[src/design/ipdd_pkg.sv]
// ----------------------------------------------------------------------------
// ipdd_pkg: shared types and constants for the interrupt pending dispatcher
// Request and result payload structs, action codes, snapshot masks and
// interrupt number mapping constants.
// ----------------------------------------------------------------------------
package ipdd_pkg;

  // Action codes carried in a request
  localparam logic ACT_LOAD = 1'b0;
  localparam logic ACT_NEXT = 1'b1;

  // Field widths
  localparam int CORE_W   = 12;
  localparam int BASIC_W  = 21;
  localparam int WORD_W   = 32;
  localparam int IRQ_W    = 7;
  localparam int BIT_IDX_W = 5;
  // Wide enough for base + stride * 3 + 11 at the top of the base range
  localparam int CORE_NUM_W = 8;

  // Core source numbering
  localparam int CORE_BASE_NUMBER = 72;
  localparam int CORE_COUNT       = 4;
  localparam int CORE_STRIDE      = 12;

  // Basic word: keep bits 20..0, then drop the word 1 / word 2 summary bits
  localparam logic [BASIC_W-1:0] BASIC_KEEP = 21'h1FFCFF;
  localparam int BASIC_W1_BIT = 8;
  localparam int BASIC_W2_BIT = 9;
  // Word 1 without bits 7, 9, 10, 18, 19 (already seen in the basic word)
  localparam logic [WORD_W-1:0] WORD1_KEEP = 32'hFFF3_F97F;
  // Word 2 without bits 21..25 and 30 (already seen in the basic word)
  localparam logic [WORD_W-1:0] WORD2_KEEP = 32'hBC1F_FFFF;
  localparam logic [IRQ_W-1:0] WORD2_BASE  = 7'd32;

  typedef struct packed {
    logic              action;
    logic [1:0]        core_index;
    logic [CORE_W-1:0] core_source;
    logic [WORD_W-1:0] basic_pending;
    logic [WORD_W-1:0] pending_one;
    logic [WORD_W-1:0] pending_two;
  } ipdd_req_t;

  typedef struct packed {
    logic [IRQ_W-1:0] irq_number;
    logic             found;
    logic             last;
  } ipdd_rsp_t;

  // Index of the lowest set bit of a 32-bit word, 0 when empty
  function automatic logic [BIT_IDX_W-1:0] lowest_bit(input logic [WORD_W-1:0] w);
    logic [BIT_IDX_W-1:0] idx;
    idx = '0;
    for (int i = WORD_W - 1; i >= 0; i--) begin
      if (w[i]) begin
        idx = BIT_IDX_W'(i);
      end
    end
    return idx;
  endfunction

  // Logical interrupt number for a basic pending bit
  function automatic logic [IRQ_W-1:0] basic_number(input logic [BIT_IDX_W-1:0] b);
    logic [IRQ_W-1:0] num;
    priority if (b < 5'd8) begin
      num = 7'd64 + IRQ_W'(b);
    end else if (b == 5'd10) begin
      num = 7'd7;
    end else if (b <= 5'd12) begin
      num = IRQ_W'(b) - 7'd2;
    end else if (b <= 5'd14) begin
      num = IRQ_W'(b) + 7'd5;
    end else if (b <= 5'd19) begin
      num = IRQ_W'(b) + 7'd38;
    end else begin
      num = 7'd62;
    end
    return num;
  endfunction

endpackage

[src/design/interrupt_pending_dispatch_decoder_top.sv]
// A next request's result is registered into out_data, or into the skid register while out_stall holds.
// Throughput: one request per cycle while in_stall is low; a load gives no result.
// A two-entry output stage (result register plus skid) holds one more result under stall.
// Reset (synchronous, rst_n low) clears the snapshot, the config register and all valids.
// ----------------------------------------------------------------------------
// interrupt_pending_dispatch_decoder_top: pending interrupt dispatcher
// Latches a snapshot of interrupt status on load and hands out one pending
// interrupt number per next request in fixed priority order.
// ----------------------------------------------------------------------------
module interrupt_pending_dispatch_decoder_top
  import ipdd_pkg::*;
#(
  parameter int CORE_BASE = CORE_BASE_NUMBER,
  parameter int NUM_CORES = CORE_COUNT
)
(
  input  logic      clk,
  input  logic      rst_n,
  input  logic      cfg_wr_en,
  input  logic      cfg_wr_data,
  input  logic      in_valid,
  output logic      in_stall,
  input  ipdd_req_t in_data,
  output logic      out_valid,
  input  logic      out_stall,
  output ipdd_rsp_t out_data
);

  logic                 core_present_r;
  logic [CORE_W-1:0]    core_left_r,   core_left_nxt;
  logic [1:0]           latched_core_r, latched_core_nxt;
  logic [BASIC_W-1:0]   basic_left_r,  basic_left_nxt;
  logic [WORD_W-1:0]    word1_left_r,  word1_left_nxt;
  logic [WORD_W-1:0]    word2_left_r,  word2_left_nxt;

  logic                 out_valid_r, skid_valid_r;
  ipdd_rsp_t            out_data_r, skid_data_r;

  logic                 in_acc, out_take, rsp_valid;
  ipdd_rsp_t            rsp;
  logic [BASIC_W-1:0]   basic_masked;
  logic [BIT_IDX_W-1:0] core_bit, basic_bit, word1_bit, word2_bit;
  logic [CORE_NUM_W-1:0] core_num;
  logic                 core_ok;

  assign in_stall  = skid_valid_r;
  assign in_acc    = in_valid && !in_stall;
  assign out_take  = out_valid_r && !out_stall;
  assign rsp_valid = in_acc && (in_data.action == ACT_NEXT);
  assign out_valid = out_valid_r;
  assign out_data  = out_data_r;

  // Lowest pending bit of each latched word
  assign core_bit  = lowest_bit(WORD_W'(core_left_r));
  assign basic_bit = lowest_bit(WORD_W'(basic_left_r));
  assign word1_bit = lowest_bit(word1_left_r);
  assign word2_bit = lowest_bit(word2_left_r);
  assign core_num  = CORE_NUM_W'(CORE_BASE)
                   + CORE_NUM_W'(latched_core_r) * CORE_NUM_W'(CORE_STRIDE)
                   + CORE_NUM_W'(core_bit);

  assign basic_masked = in_data.basic_pending[BASIC_W-1:0];
  assign core_ok      = core_present_r && ({1'b0, in_data.core_index} < 3'(NUM_CORES));

  // Load a snapshot or pick and clear the next pending interrupt
  always_comb begin
    core_left_nxt    = core_left_r;
    latched_core_nxt = latched_core_r;
    basic_left_nxt   = basic_left_r;
    word1_left_nxt   = word1_left_r;
    word2_left_nxt   = word2_left_r;
    rsp.irq_number   = '0;
    rsp.found        = 1'b0;
    if (in_acc && in_data.action == ACT_LOAD) begin
      latched_core_nxt = in_data.core_index;
      core_left_nxt    = core_ok ? in_data.core_source : '0;
      word1_left_nxt   = basic_masked[BASIC_W1_BIT] ? (in_data.pending_one & WORD1_KEEP) : '0;
      word2_left_nxt   = basic_masked[BASIC_W2_BIT] ? (in_data.pending_two & WORD2_KEEP) : '0;
      basic_left_nxt   = basic_masked & BASIC_KEEP;
    end else if (rsp_valid) begin
      priority if (|core_left_r) begin
        core_left_nxt  = core_left_r & (core_left_r - CORE_W'(1));
        rsp.irq_number = core_num[IRQ_W-1:0];
        rsp.found      = 1'b1;
      end else if (|basic_left_r) begin
        basic_left_nxt = basic_left_r & (basic_left_r - BASIC_W'(1));
        rsp.irq_number = basic_number(basic_bit);
        rsp.found      = 1'b1;
      end else if (|word1_left_r) begin
        word1_left_nxt = word1_left_r & (word1_left_r - WORD_W'(1));
        rsp.irq_number = IRQ_W'(word1_bit);
        rsp.found      = 1'b1;
      end else if (|word2_left_r) begin
        word2_left_nxt = word2_left_r & (word2_left_r - WORD_W'(1));
        rsp.irq_number = WORD2_BASE + IRQ_W'(word2_bit);
        rsp.found      = 1'b1;
      end else begin
        rsp.found      = 1'b0;
      end
    end
    rsp.last = !(|core_left_nxt || |basic_left_nxt || |word1_left_nxt || |word2_left_nxt);
  end

  // Hold config and snapshot state
  always_ff @(posedge clk) begin
    if (!rst_n) begin
      core_present_r <= 1'b0;
      core_left_r    <= '0;
      latched_core_r <= '0;
      basic_left_r   <= '0;
      word1_left_r   <= '0;
      word2_left_r   <= '0;
    end else begin
      if (cfg_wr_en) begin
        core_present_r <= cfg_wr_data;
      end
      core_left_r    <= core_left_nxt;
      latched_core_r <= latched_core_nxt;
      basic_left_r   <= basic_left_nxt;
      word1_left_r   <= word1_left_nxt;
      word2_left_r   <= word2_left_nxt;
    end
  end

  // Advance the result register and skid stage
  always_ff @(posedge clk) begin
    if (!rst_n) begin
      out_valid_r  <= 1'b0;
      skid_valid_r <= 1'b0;
    end else begin
      if (out_take) begin
        if (skid_valid_r) begin
          out_valid_r  <= 1'b1;
          skid_valid_r <= 1'b0;
        end else begin
          out_valid_r  <= rsp_valid;
        end
      end else if (!out_valid_r) begin
        out_valid_r <= rsp_valid;
      end else if (rsp_valid) begin
        skid_valid_r <= 1'b1;
      end
    end
  end

  // Move result payloads
  always_ff @(posedge clk) begin
    if (out_take) begin
      out_data_r <= skid_valid_r ? skid_data_r : rsp;
    end else if (!out_valid_r) begin
      out_data_r <= rsp;
    end else if (rsp_valid) begin
      skid_data_r <= rsp;
    end
  end

endmodule
[config.mk]
export PLATFORM = sky130hd
export DESIGN_NAME = interrupt_pending_dispatch_decoder_top
export DESIGN_NICKNAME = d
export VERILOG_FILES = /design/src/design/ipdd_pkg.sv /design/src/design/interrupt_pending_dispatch_decoder_top.sv
export SDC_FILE = /design/constraint.sdc
export NUM_CORES = 1
export LEC_CHECK = 0
export ABC_AREA = 1
export BUFFER_PORTS_ARGS = -buffer_cell sky130_fd_sc_hd__buf_2
export CAP_MARGIN = 30
export CORE_ASPECT_RATIO = 1.2
export CORE_UTILIZATION = 57
export DETAILED_ROUTE_END_ITERATION = 10
export GPL_TIMING_DRIVEN = 0
export PLACE_DENSITY = 0.87
export SYNTH_ARGS = -nofsm -noshare
export SYNTH_HDL_FRONTEND = slang
export SYNTH_SLANG_ARGS = --single-unit
export TNS_END_PERCENT = 5
[constraint.sdc]
create_clock -name clk -period 4.1 [get_ports clk]
set_clock_uncertainty 0.2 [all_clocks]
set_input_delay 0.82 -clock clk [delete_from_list [all_inputs] [get_ports clk]]
set_output_delay 0.82 -clock clk [all_outputs]
set_load 0.01 [all_outputs]
# Word-level counts from Yosys, hierarchy flattened
# Index checks and enable logic that the tools add are counted.
[totals]
reg_bits = 120
input_bits = 117
out_inout_bits = 11
elab_cells = 196
[op_classes]
n_addsub = 11
multipliers = 1
magnitude_cmp = 4
n_eq_ne = 2
mux = 136
bitwise = 7
reduce_logical = 21
[op_table]
columns = ["cell", "count"]
rows = [
  ["two-way mux 5 bit", 91],
  ["two-way mux 32 bit", 13],
  ["OR reduction 32 bit", 4],
  ["two-way mux 21 bit", 4],
  ["AND 32 bit", 2],
  ["subtractor 32 x 1 -> 32 bit, second input constant", 2],
  ["two-way mux 12 bit", 4],
  ["two-way mux 7 bit", 6],
  ["OR reduction 21 bit", 2],
  ["two-way mux 8 bit", 5],
  ["two-way mux 9 bit", 3],
  ["two-way mux 4 bit", 6],
  ["OR reduction 12 bit", 2],
  ["AND 21 bit", 1],
  ["subtractor 21 x 1 -> 21 bit, second input constant", 1],
  ["AND 12 bit", 1],
  ["subtractor 12 x 1 -> 12 bit, second input constant", 1],
  ["less-or-equal comparator 5 x 4 -> 1 bit, second input constant", 2],
  ["adder 5 x 6 -> 7 bit, second input constant", 1],
  ["adder 6 x 5 -> 7 bit, first input constant", 1],
  ["adder 7 x 5 -> 7 bit", 1],
  ["adder 7 x 5 -> 7 bit, first input constant", 1],
  ["adder 7 x 6 -> 7 bit, first input constant", 1],
  ["adder 5 x 3 -> 6 bit, second input constant", 1],
  ["14 further kinds", 26],
]

# Logic depth before layout (Yosys ltp)
[depth]
depth_word = 41
ltp_mapped = 37
mapped_depth_nobuf = 37

# Worst setup path before layout
# No wires, ideal clock.
[synth_timing]
path_kind = "input-to-reg"
from = "input in_valid"
to = "register out_data_r, in the netlist out_data[0], data pin"
setup_ns = 0.141
arrival_time_ns = 2.869
required_ns = 3.759
path_slack_ns = 0.890
cell_stages = 17
path_buffers = 0
cell_sequence = "inv_1 > nor2_1 > nand2_1 > nor2_1 > inv_1 > nor2_1 > nand2_1 > inv_1 > nand3_1 > or2_2 > a32oi_1 > nand4_1 > nor4_1 > nand4_1 > nor2_1 > nand2_1 > a21oi_2"
[synth_via]
elab_chain_cells = 11
elab_cells_between_ends = 22
classes_between = "mux: 11; reduce/logical: 11"
[synth_rtl]
columns = ["item", "line", "text"]
rows = [
  ["from (decl)", "interrupt_pending_dispatch_decoder_top.sv:21", "input logic in_valid,"],
  ["logical AND 1 bit (*)", "interrupt_pending_dispatch_decoder_top.sv:47", "assign in_acc = in_valid && !in_stall;"],
  ["logical AND 1 bit", "interrupt_pending_dispatch_decoder_top.sv:49", "assign rsp_valid = in_acc && (in_data.action == ACT_NEXT);"],
  ["two-way mux 21 bit / two-way mux 12 bit (equally long branches)", "interrupt_pending_dispatch_decoder_top.sv:80", "end else if (rsp_valid) begin"],
  ["two-way mux 21 bit / two-way mux 12 bit (equally long branches)", "interrupt_pending_dispatch_decoder_top.sv:74", "if (in_acc && in_data.action == ACT_LOAD) begin"],
  ["OR reduction 21 bit / OR reduction 12 bit (equally long branches)", "interrupt_pending_dispatch_decoder_top.sv:101", "rsp.last = !(|core_left_nxt || |basic_left_nxt || |word1_left_nxt || |word2_left_nxt);"],
  ["logical OR 1 bit (2 in a row)", "interrupt_pending_dispatch_decoder_top.sv:101", ""],
  ["logical OR 1 bit (*)", "interrupt_pending_dispatch_decoder_top.sv:101", ""],
  ["logical NOT 1 bit (*)", "interrupt_pending_dispatch_decoder_top.sv:101", ""],
  ["two-way mux 9 bit, on equally long branches", "interrupt_pending_dispatch_decoder_top.sv:150, interrupt_pending_dispatch_decoder_top.sv:149", ""],
  ["two-way mux 9 bit (*)", "interrupt_pending_dispatch_decoder_top.sv:148", "if (out_take) begin"],
  ["to (signal assigned)", "interrupt_pending_dispatch_decoder_top.sv:149", "out_data_r <= skid_valid_r ? skid_data_r : rsp;"],
  ["to (signal assigned)", "interrupt_pending_dispatch_decoder_top.sv:151", "out_data_r <= rsp;"],
  ["to (decl)", "interrupt_pending_dispatch_decoder_top.sv:37", "ipdd_rsp_t out_data_r, skid_data_r;"],
]
# Every way passes the cells marked *; elsewhere a longest branch is shown, timed or not. The select of a mux whose other input is x is not followed.
# A chain may end at the register's enable or synchronous reset.

# Worst setup path after layout
[layout_timing]
from = "register word1_left_r[13]"
to = "register out_data_r, in the netlist out_data[0], data pin"
[layout_via]
elab_chain_cells = 13
elab_cells_between_ends = 21
classes_between = "add/sub: 1; mux: 13; bitwise: 1; reduce/logical: 6"
[layout_rtl]
columns = ["item", "line", "text"]
rows = [
  ["from (decl)", "interrupt_pending_dispatch_decoder_top.sv:33", "logic [WORD_W-1:0] word1_left_r, word1_left_nxt;"],
  ["from (signal assigned)", "interrupt_pending_dispatch_decoder_top.sv:120", "word1_left_r <= word1_left_nxt;"],
  ["subtractor 32 x 1 -> 32 bit", "interrupt_pending_dispatch_decoder_top.sv:90", "word1_left_nxt = word1_left_r & (word1_left_r - WORD_W'(1));"],
  ["AND 32 bit", "interrupt_pending_dispatch_decoder_top.sv:90", ""],
  ["two-way mux 32 bit", "interrupt_pending_dispatch_decoder_top.sv:89", "end else if (|word1_left_r) begin"],
  ["two-way mux 32 bit", "interrupt_pending_dispatch_decoder_top.sv:85", "end else if (|basic_left_r) begin"],
  ["two-way mux 32 bit", "interrupt_pending_dispatch_decoder_top.sv:81", "priority if (|core_left_r) begin"],
  ["two-way mux 32 bit", "interrupt_pending_dispatch_decoder_top.sv:80", ""],
  ["two-way mux 32 bit", "interrupt_pending_dispatch_decoder_top.sv:74", ""],
  ["OR reduction 32 bit", "interrupt_pending_dispatch_decoder_top.sv:101", ""],
  ["logical OR 1 bit", "interrupt_pending_dispatch_decoder_top.sv:101", ""],
  ["logical OR 1 bit (*)", "interrupt_pending_dispatch_decoder_top.sv:101", ""],
  ["logical NOT 1 bit (*)", "interrupt_pending_dispatch_decoder_top.sv:101", ""],
  ["two-way mux 9 bit, on equally long branches", "interrupt_pending_dispatch_decoder_top.sv:150, interrupt_pending_dispatch_decoder_top.sv:149", ""],
  ["two-way mux 9 bit (*)", "interrupt_pending_dispatch_decoder_top.sv:148", ""],
]
# Marked as above.

==> key figures <==
Critical path
  • Worst R2R Start: word1_left_r[13]$_SDFF_PN0_
  • Most frequent CP cell: nor2_1
  • Slowest CP cell: nor3_2
  • Stages on worst setup path: 19
  • WP buf/inv: 3
  • R2R cell count: 19
  • CP cell instances: nor2_1 -> inv_1 -> nor2_1 -> nand2_1 -> nor2_1 -> inv_2 -> nor2_4 -> nand2_4 -> nor3_2 -> inv_1 -> nor2_1 -> nand3_1 -> o41ai_2 -> o21ai_1 -> nor3_1 -> nand3b_1 -> nor2_1 -> nand2_1 -> a21oi_2
  • Setup crit end kind: register
  • Worst path top cell family by delay: simple AND/OR/NAND/NOR gates
  • CP max FO: 7
  • Required @ worst endpoint: 4.19 ns
  • Max incr delay on CP: 0.39 ns
  • WS Path Type: register to register
  • Critical Path Start: word1_left_r[13]$_SDFF_PN0_
  • Arrival time at the worst endpoint: 4.04 ns
  • R2R Setup Slk: 0.16 ns
  • Critical Path Start Type: register
  • RR Endpoint: out_data[0]$_DFFE_PP_

Final layout
  • Ant. Diodes: 0
  • FILL cells: 1126
  • Most frequent cells in the layout: nand2_1, nor2_1, inv_1
  • Layout cells sized above 1: 16.0%
  • Area Growth Syn to Fin: 18.3%
  • Layout net count: 1426
  • Register area: 0.00258 sq mm
  • Multi-input gate area: 0.00417 sq mm
  • Design area: 0.00907 sq mm
  • Most common cell after layout, fill and taps aside: nand2_1

STA
  • Tightest Pin Transition: 0.836 ns
  • Final Cycle Share: 96.2%
  • Fin. Hold Viols: 0
  • Fmax: 254 MHz
  • Slew Limit Headroom: 44.3%
  • RSZ-0062 raised after global routing: false
  • Final setup fails: 0
  • Slew Limit Fails: 0
  • Final min period: 3.94 ns
  • Worst Hold Slack: 0.322 ns
  • Setup TNS: 0 ns

Global routing
  • Initial antenna violation count: 0
  • Vias in the first global route: 7869
  • First-pass GRT wire length: 37.2 mm
  • Global-route congestion overflow total: 0
  • Gr usage total: 34.9%
  • Largest net degree at the start of global routing: 17

Logic synthesis
  • Synth top area share: 26.6%
  • Share of synthesized area spent on multiplexers: 0%
  • Post-Synth Simple-Gate Area: 36.6%
  • Synthesized area per cell: 6.56 sq um
  • Complex-gate fraction of the synthesized area: 15.2%
  • Synthesized Nets: 1298
  • Post-synthesis sequential area ratio: 33.7%
  • Post-synthesis sequential element count: 120
  • Unique masters post-synth: 56
  • Largest family of logic cells by synthesized area: simple AND/OR/NAND/NOR gates
  • Mapped Cells: 1170
  • Biggest area consumer among synthesized cells: dfxtp_1
  • Fraction of synthesized cell area in xor and xnor cells: 0.343%
  • Post-synthesis adder-cell area fraction: 1.89%
  • Yosys warns: 0
  • Netlist Area Pre-Place: 0.00767 sq mm
  • Area contributors post-synth: dfxtp_1, nand2_1, nor2_1

Placed design
  • PortBufs: 105
  • HPWL after DPL: 17.7 mm
  • Dpl cell area: 0.00841 sq mm
  • RePlAce Congestion: 0.967

Drt
  • DRC: 0
  • Drt first-iter violations: 817
  • Final ANT Viol Nets: 0
  • Drt wl/cell: 15.9 microns
  • Via count: 8436
  • Routed Wire Length: 23.5 mm
  • DR pass1 iterations: 10
  • Via-to-Cell Ratio: 5.70

Power and ir drop
  • Worst vdd ir: 0.268 mV
  • Power Total: 3.62 mW
  • Cell Pwr Density: 399 mW/mm^2
  • Pleak: 4.53 nW

Clock tree
  • Clock-pin slew on the worst setup and hold paths: 0.06 ns
  • Clk_lat worst skew: 0.44 ns
  • Hold_buf cts: 0
  • CTS tree: built
  • Clk sinks: 120
  • H-tree lvl count: 4
  • CTS Buf Count: 17
  • Clock buffer depth: 2
  • CTS root buf: clkbuf_16

Floorplan
  • Initial Utilization: 58.2%
  • Top Ports: 128
  • Core Footprint: 0.0132 sq mm
  • Die X: 108 microns
  • Die Y-Extent: 129 microns
  • Die area: 0.0139 sq mm
  • Row cnt: 46

Job
  • Max Cap Violations: 0

Worst hold path
  • Worst hold path type: register to register
  • Hold path startpoint: word2_left_r[30]$_SDFF_PN0_
  • WHS Endpoint: word2_left_r[30]$_SDFF_PN0_
  • Hold path depth: 2

Run status
  • Status: completed
[layout make-up]
type                            count  area share [%]
Multi-Input combinational cell    798            45.9
Sequential cell                   120            28.5
Inverter                          224            9.28
Timing Repair Buffer              109            6.12
Clock buffer                       17            4.69
Tap cell                          168            2.32
Clock inverter                     15            2.01
Buffer                             28            1.17
[layer usage]
layer	GRT usage (%)	vias up	routed length, microns
met5	0	-	0
met4	22.3	0	1320
met3	6.79	97	2070
met2	58.7	459	11100
met1	40.6	3804	9000
li1	-	4076	-
[worst min-delay path: stages, from the launching register on]
cell,delay [ns]
dfxtp_1,0.35
o41ai_2,0.09
nor3_1,0.04
[worst max path at each step]
stage                                  endpoint
after global placement    out_data[0]$_DFFE_PP_
after floorplan           out_data[0]$_DFFE_PP_
final                     out_data[0]$_DFFE_PP_
after detailed placement  out_data[0]$_DFFE_PP_
after global routing      out_data[0]$_DFFE_PP_
after CTS                 out_data[0]$_DFFE_PP_
[where the power goes]
group	internal, mW	leakage (nW)	switching (mW)	total, mW
registers	1.24	1.02	0.0329	1.27
clock network	1.00	0.291	0.561	1.57
logic	0.263	3.22	0.521	0.784
total	2.51	4.53	1.12	3.62
[sequential cells by signal, summed over array words and instances (netlist names)]
signal,flops
word1_left_r,32
word2_left_r,32
basic_left_r,21
core_left_r,12
out_data,9
skid_data_r,9
latched_core_r,2
core_ok,1
in_stall,1
out_valid,1
[cell families after synthesis]
| group | count (synthesis) |
|---|---|
| xor+xnor | 3 |
| buf+inv | 252 |
| fa+ha+maj | 11 |
| simple gates | 617 |
| flops | 120 |
| compound gates | 167 |
[through the flow]
| stage | setup WS, ns | instances | utilization (%) |
|---|---|---|---|
| floorplan | 0.890 | 1170 | - |
| global placement | -0.710 | 1443 | 63.8 |
| detailed placement | -0.440 | 1444 | 63.8 |
| CTS | 0.164 | 1476 | 68.5 |
| global route | 0.0111 | 1479 | 68.8 |
| finish | 0.155 | 1479 | 68.8 |
[synth_stat cells, drive strengths merged]
cell / number
nor2: 238
nand2: 237
inv: 221
dfxtp: 102
nand3: 63
a21oi: 37
nand4: 33
o21ai: 30
a32oi: 27
nor3: 25
clkbuf: 24
o211ai: 22
edfxtp: 18
nor4: 13
a32o: 12
ha: 10
a21boi: 8
a31oi: 6
a2bb2oi: 4
buf: 4
o21bai: 4
o31ai: 4
or2: 4
clkinv: 3
a211oi: 2
a21o: 2
o22ai: 2
o311ai: 2
xor2: 2
a22oi: 1
a41oi: 1
fa: 1
nand3b: 1
nor3b: 1
nor4b: 1
o2111ai: 1
o221ai: 1
o41ai: 1
or4: 1
xnor2: 1
[timing repair]
action / CTS / global route
endpoints found under the setup margin: 1 / 2
hold endpoints to repair: 0 / 0
pin swaps: 0 / 1
gates resized for setup: 1 / 5
buffers inserted: 0 / 3
Note: power is estimated with default switching activity, not from simulation.
